### config.mk
export PLATFORM = sky130hd
export DESIGN_NAME = oprb_ctrl
export DESIGN_NICKNAME = d
export VERILOG_FILES = /design/src/hw/rtl/opportunistic_rb_scheduler_top_defines.svh /design/src/hw/rtl/oprb_pkg.sv /design/src/hw/rtl/oprb_ctrl.sv
export SDC_FILE = /design/constraint.sdc
export NUM_CORES = 1
export LEC_CHECK = 0
export BUFFER_PORTS_ARGS = -buffer_cell sky130_fd_sc_hd__buf_2
export CAP_MARGIN = 5
export CORE_AREA = 8 8 45 47
export CTS_CLUSTER_DIAMETER = 30
export DETAILED_ROUTE_END_ITERATION = 16
export DIE_AREA = 0 0 53 55
export PLACE_DENSITY = 0.67
export SLEW_MARGIN = 20
export SYNTH_ARGS = -nofsm -noshare
export SYNTH_HDL_FRONTEND = slang
export SYNTH_SLANG_ARGS = --single-unit
### constraint.sdc
create_clock -name i_clk -period 4.75 [get_ports i_clk]
set_input_delay 1.425 -clock i_clk [delete_from_list [all_inputs] [get_ports i_clk]]
set_output_delay 1.425 -clock i_clk [all_outputs]
set_load 0.05 [all_outputs]
### src/hw/rtl/opportunistic_rb_scheduler_top_defines.svh
// Assertion macros used by the scheduler datapath.
`ifndef OPPORTUNISTIC_RB_SCHEDULER_TOP_DEFINES_SVH
`define OPPORTUNISTIC_RB_SCHEDULER_TOP_DEFINES_SVH

`ifndef ASSERT_OFF
// Same-cycle implication or plain property.
`define OPRB_ASSERT(lbl, clk, rst_n, prop, msg) \
    lbl: assert property (@(posedge clk) disable iff (!rst_n) (prop)) else $error(msg);
// Antecedent this cycle, consequent next cycle.
`define OPRB_ASSERT_NEXT(lbl, clk, rst_n, ante, cons, msg) \
    lbl: assert property (@(posedge clk) disable iff (!rst_n) (ante) |=> (cons)) \
        else $error(msg);
`else
`define OPRB_ASSERT(lbl, clk, rst_n, prop, msg)
`define OPRB_ASSERT_NEXT(lbl, clk, rst_n, ante, cons, msg)
`endif

`endif

### src/hw/rtl/oprb_pkg.sv
// Types, codes and the CQI byte table of the RB scheduler.
package oprb_pkg;

    localparam int USERS_DEF       = 16;
    localparam int QUEUE_DEPTH_DEF = 64;
    localparam int MAX_REPORTS     = 16;
    localparam int RPT_CW          = 5;
    localparam int CFG_IDX_W       = 2;
    localparam int CFG_DATA_W      = 8;

    typedef enum logic [CFG_IDX_W-1:0] {
        CFG_FINITE = 2'd0,
        CFG_QCAP   = 2'd1,
        CFG_ACTIVE = 2'd2,
        CFG_FRAME  = 2'd3
    } t_cfg_idx;

    typedef enum logic [2:0] {
        KIND_ACCEPT    = 3'd0,
        KIND_DROP_FULL = 3'd1,
        KIND_DROP_OVF  = 3'd2,
        KIND_USER      = 3'd3,
        KIND_TOTAL     = 3'd4
    } t_kind;

    typedef enum logic [3:0] {
        ST_IDLE,
        ST_DISPATCH,
        ST_ARRIVE,
        ST_REPORT,
        ST_CHECK,
        ST_SCAN,
        ST_SRV_CHK,
        ST_RD,
        ST_LOAD,
        ST_EVAL,
        ST_EMIT_USER,
        ST_NEXT,
        ST_EMIT_TOTAL
    } t_state;

    typedef struct packed {
        logic load_item;
        logic arr_commit;
        logic rep_store;
        logic frame_start;
        logic serve_start;
        logic load_size;
        logic eval_step;
        logic emit_user;
        logic next_entry;
        logic next_cqi;
        logic emit_total;
    } t_cmd;

    typedef struct packed {
        logic is_report;
        logic frame_ready;
        logic entry_match;
        logic entry_last;
        logic cqi_zero;
        logic q_none;
        logic ev_stop;
        logic ev_split;
        logic pop_last;
        logic out_free;
    } t_status;

    function automatic logic [6:0] rb_bytes(input logic [3:0] cqi);
        logic [6:0] b;
        unique case (cqi)
            4'd0:    b = 7'd0;
            4'd1:    b = 7'd3;
            4'd2:    b = 7'd3;
            4'd3:    b = 7'd6;
            4'd4:    b = 7'd11;
            4'd5:    b = 7'd15;
            4'd6:    b = 7'd20;
            4'd7:    b = 7'd25;
            4'd8:    b = 7'd36;
            4'd9:    b = 7'd39;
            4'd10:   b = 7'd50;
            4'd11:   b = 7'd63;
            4'd12:   b = 7'd72;
            4'd13:   b = 7'd80;
            default: b = 7'd93;
        endcase
        return b;
    endfunction

endpackage

### src/hw/rtl/oprb_ctrl.sv
// Controller state machine of the RB scheduler.
module oprb_ctrl (
    input  logic             i_clk,
    input  logic             i_rst_n,
    input  logic             i_valid,
    output logic             o_ready,
    input  oprb_pkg::t_status i_status,
    output oprb_pkg::t_cmd    o_cmd
);
    import oprb_pkg::*;

    t_state r_state, n_state;

    always_ff @(posedge i_clk) begin
        if (!i_rst_n) begin
            r_state <= ST_IDLE;
        end else begin
            r_state <= n_state;
        end
    end

    always_comb begin
        n_state = r_state;
        o_cmd   = '0;
        o_ready = (r_state == ST_IDLE);
        unique case (r_state)
            ST_IDLE: begin
                if (i_valid) begin
                    o_cmd.load_item = 1'b1;
                    n_state = ST_DISPATCH;
                end
            end
            ST_DISPATCH: begin
                n_state = i_status.is_report ? ST_REPORT : ST_ARRIVE;
            end
            ST_ARRIVE: begin
                if (i_status.out_free) begin
                    o_cmd.arr_commit = 1'b1;
                    n_state = ST_IDLE;
                end
            end
            ST_REPORT: begin
                o_cmd.rep_store = 1'b1;
                n_state = ST_CHECK;
            end
            ST_CHECK: begin
                if (i_status.frame_ready) begin
                    o_cmd.frame_start = 1'b1;
                    n_state = ST_SCAN;
                end else begin
                    n_state = ST_IDLE;
                end
            end
            ST_SCAN, ST_NEXT: begin
                if (r_state == ST_SCAN && i_status.entry_match) begin
                    o_cmd.serve_start = 1'b1;
                    n_state = ST_SRV_CHK;
                end else if (i_status.entry_last) begin
                    if (i_status.cqi_zero) begin
                        n_state = ST_EMIT_TOTAL;
                    end else begin
                        o_cmd.next_cqi = 1'b1;
                        n_state = ST_SCAN;
                    end
                end else begin
                    o_cmd.next_entry = 1'b1;
                    n_state = ST_SCAN;
                end
            end
            ST_SRV_CHK: begin
                n_state = i_status.q_none ? ST_EMIT_USER : ST_LOAD;
            end
            ST_RD: begin
                n_state = ST_LOAD;
            end
            ST_LOAD: begin
                o_cmd.load_size = 1'b1;
                n_state = ST_EVAL;
            end
            ST_EVAL: begin
                o_cmd.eval_step = 1'b1;
                if (i_status.ev_stop) begin
                    n_state = ST_EMIT_USER;
                end else if (i_status.ev_split) begin
                    n_state = ST_EVAL;
                end else begin
                    n_state = i_status.pop_last ? ST_EMIT_USER : ST_RD;
                end
            end
            ST_EMIT_USER: begin
                if (i_status.out_free) begin
                    o_cmd.emit_user = 1'b1;
                    n_state = ST_NEXT;
                end
            end
            ST_EMIT_TOTAL: begin
                if (i_status.out_free) begin
                    o_cmd.emit_total = 1'b1;
                    n_state = ST_IDLE;
                end
            end
            default: n_state = ST_IDLE;
        endcase
    end

endmodule

==> results_dict.tcl <==
set metrics [dict create \
    cts_buffers 3 \
    antenna_cells 0 \
    clockPowerShare_pct 31.2 \
    netlist_top_cells_area "dfxtp_1 (16%), and3_1 (5.1%), nand3b_1 (4.6%)" \
    seqPwrFrac_pct 34.1 \
    ys_seq_area_share_pct 16.5 \
    relSlewSlack_pct 62.2 \
    cpMaxStageDelayCell "or4b_4" \
    peakVddDrop_v 0.0000869 \
    synthArstFlopShare_pct 0 \
    clk_pin_slew_worst_paths_ns 0.04 \
    p_comb_share_pct 34.7 \
    r2r_setup_slack_ns 3.02 \
    slowest_delay_ns 0.49 \
    min_period_over_period_pct 86.1 \
    crit_fanout 3 \
    cts_root_buffer "clkbuf_4" \
    grt_pass1_vias 527 \
    syn_area_per_cell_um2 6.86 \
    syn2layout_area_growth_pct 27.2 \
    powerDensity_nw_per_um2 213 \
    grt_pass1_wl_um 2300 \
    initial_core_util_pct 35.2 \
    slew_violations 0 \
    reg_top3 "r_state x4" \
    cts.sinks 4 \
    numPortBuffers 24 \
    ctsLongestPathBuffers 2 \
    synth_top_area_share_pct 16.5 \
    htree_levels 1 \
    die_w_um 53 \
    synthCells 71 \
    vias 600 \
    ys_types 34 \
    gp_congestion 0.837 \
    clk_latency_ns 0.23 \
    drtIter0Drc 16 \
    switchingPower_uw 51.0 \
    worst_clock_skew_ns 0.00242 \
    dr.pass1.iters 4 \
    ys.flop_type "dfxtp_1" \
    drcViolationCount 0 \
    rr_endpoint "r_state[3]" \
    dieArea_um2 2920 \
    grt_usage_pct 10.2 \
    reg2reg_from "r_state[2]" \
    swShare_pct 38.7 \
    grt_start_max_net_pins 21 \
    end_kind "primary output" \
    syn-cell-area_um2 487 \
    holdWs_ns 0.757 \
    min_path_cells 2 \
    synth_seq_cells 4 \
    final_nets 107 \
    pin_count 25 \
    largest_reg_flops 4 \
    hold_viol_final 0 \
    rr_worst_depth 4 \
    wl_per_cell_um 13.4 \
    fin_util_pct 44.8 \
    cts_resized 0 \
    avgViaCountPerCell 5.56 \
    setup_viol 0 \
    crit_arrival_ns 2.67 \
    cts_hold_buffers 0 \
    grt-ovfl-total 0 \
    max_freq_mhz 244 \
    hp-start "r_state[3]" \
    die_y_um 55 \
    hold_path_class "register to register" \
    path_cells "buf_2 -> or4b_4 -> nand2_1 -> nand2_1 -> nor3b_1 -> buf_2" \
    rows 14 \
    largest-register "r_state" \
    wl_um 1450 \
    crit_family "simple AND/OR/NAND/NOR gates" \
    dpl.hpwl_um 1130 \
    antenna_left 0 \
    critPathRequiredTime_ns 3.32 \
    cellLeakagePower_uw 0.000281 \
    grt_antenna_before_repair 0 \
    syn_nets 84 \
    final.setup.tns_ns 0 \
    startpoint_type "input pin" \
    drive_gt1_share_pct 31.5 \
    critPathKind "input pin to primary output" \
    yosysTopAreaCell "dfxtp_1" \
    min_to "r_state[3]" \
    cts_setup_buffers 0 \
    crit_buf_inv 2 \
    p_int_uw 80.8 \
    cts_tree "yes" \
    tightest_slew_ns 0.567 \
    drv_cap 0 \
    grt_setup_unrepaired "no" \
    min_period_ns 4.09 \
    outcome "completed" \
    synth-edff-count 0 \
    yosys_warnings 0 \
    core_um2 1380 \
]
==> per-stage QoR <==
stage | worst slack [ns] | std cells | total power [uW] | instance area, um^2
final | 0.658 | 108 | 132 | 619
after global routing | 0.569 | 108 | 143 | 619
after CTS | 0.650 | 108 | 134 | 619
after detailed placement | 0.657 | 105 | 91.3 | 597
after global placement | 0.685 | 105 | 90.6 | 597
after floorplan | 0.107 | 71 | 76.4 | 487
==> Yosys cell counts (2+ instances only) <==
master / count
nand3b_1: 3
a21oi_1: 4
nand3_1: 3
clkbuf_1: 5
inv_1: 3
nor2_1: 5
a31oi_1: 2
nor3_1: 3
nor2b_1: 3
o21ai_0: 3
nor3b_1: 2
o21bai_1: 2
dfxtp_1: 4
and3_1: 4
nand2b_1: 3
nand2_1: 4
==> cell families (layout without fill, tap and decap cells) <==
group	after synthesis	count (layout)	synth area share [%]
AO/OA/AOI/OAI	21	21	29.3
AND/OR/NAND/NOR	37	37	45.8
buffers and inverters	9	30	8.48
flip-flops	4	4	16.5
==> layer usage <==
layer | vias up | global-route usage (%) | share of wire [%]
li1 | 311 | - | -
met1 | 268 | 11.7 | 43
met2 | 21 | 16.2 | 48
met3 | 0 | 3.48 | 8.8
met4 | 0 | 6.03 | 0
met5 | - | 0 | 0
==> power by group through the flow <==
stage / sequential (uW) / clock (uW) / combinational [uW]
6_report: 44.9 / 41.2 / 45.7
5_1_grt: 46.2 / 47.2 / 49.6
2_1_floorplan: 38.4 / 0 / 37.9
3_5_place_dp: 45.6 / 0 / 45.7
4_1_cts: 45.0 / 43.0 / 45.9
3_3_place_gp: 45.5 / 0 / 45.1
==> layout make-up <==
type	count	area [um^2]
Fill cell	151	764
Sequential cell	4	80.1
Inverter	3	11.3
Tap cell	16	20.0
Multi-Input combinational cell	58	365
Timing Repair Buffer	24	120
Clock buffer	3	22.5
==> placed cells by master (no fill, tap or decap), types with 3 or more instances in the layout <==
cell type	synthesis	layout
buf_2	0	24
nor2_1	5	5
and3_1	4	4
nand2_1	4	4
a21oi_1	4	4
dfxtp_1	4	4
inv_1	3	3
nor2b_1	3	3
nand2b_1	3	3
nor3_1	3	3
nand3b_1	3	3
nand3_1	3	3
o21ai_0	3	3
clkbuf_4	0	3
==> worst max-delay path by stage <==
stage                startpoint  cells past startpoint       end  slack, ns
floorplan           i_status[7]                      4  o_cmd[1]       0.11
global placement    i_status[7]                      6  o_cmd[1]       0.68
detailed placement  i_status[7]                      6  o_cmd[1]       0.66
CTS                 i_status[7]                      6  o_cmd[1]       0.65
global route        i_status[7]                      6  o_cmd[1]       0.57
finish              i_status[7]                      6  o_cmd[1]       0.66
==> tightest hold or removal path: stages (launching register included) <==
cell and delay [ns]:
dfxtp_1 0.46, nand3b_1 0.16, a311oi_1 0.08
Note: power is estimated with default switching activity, not from simulation.
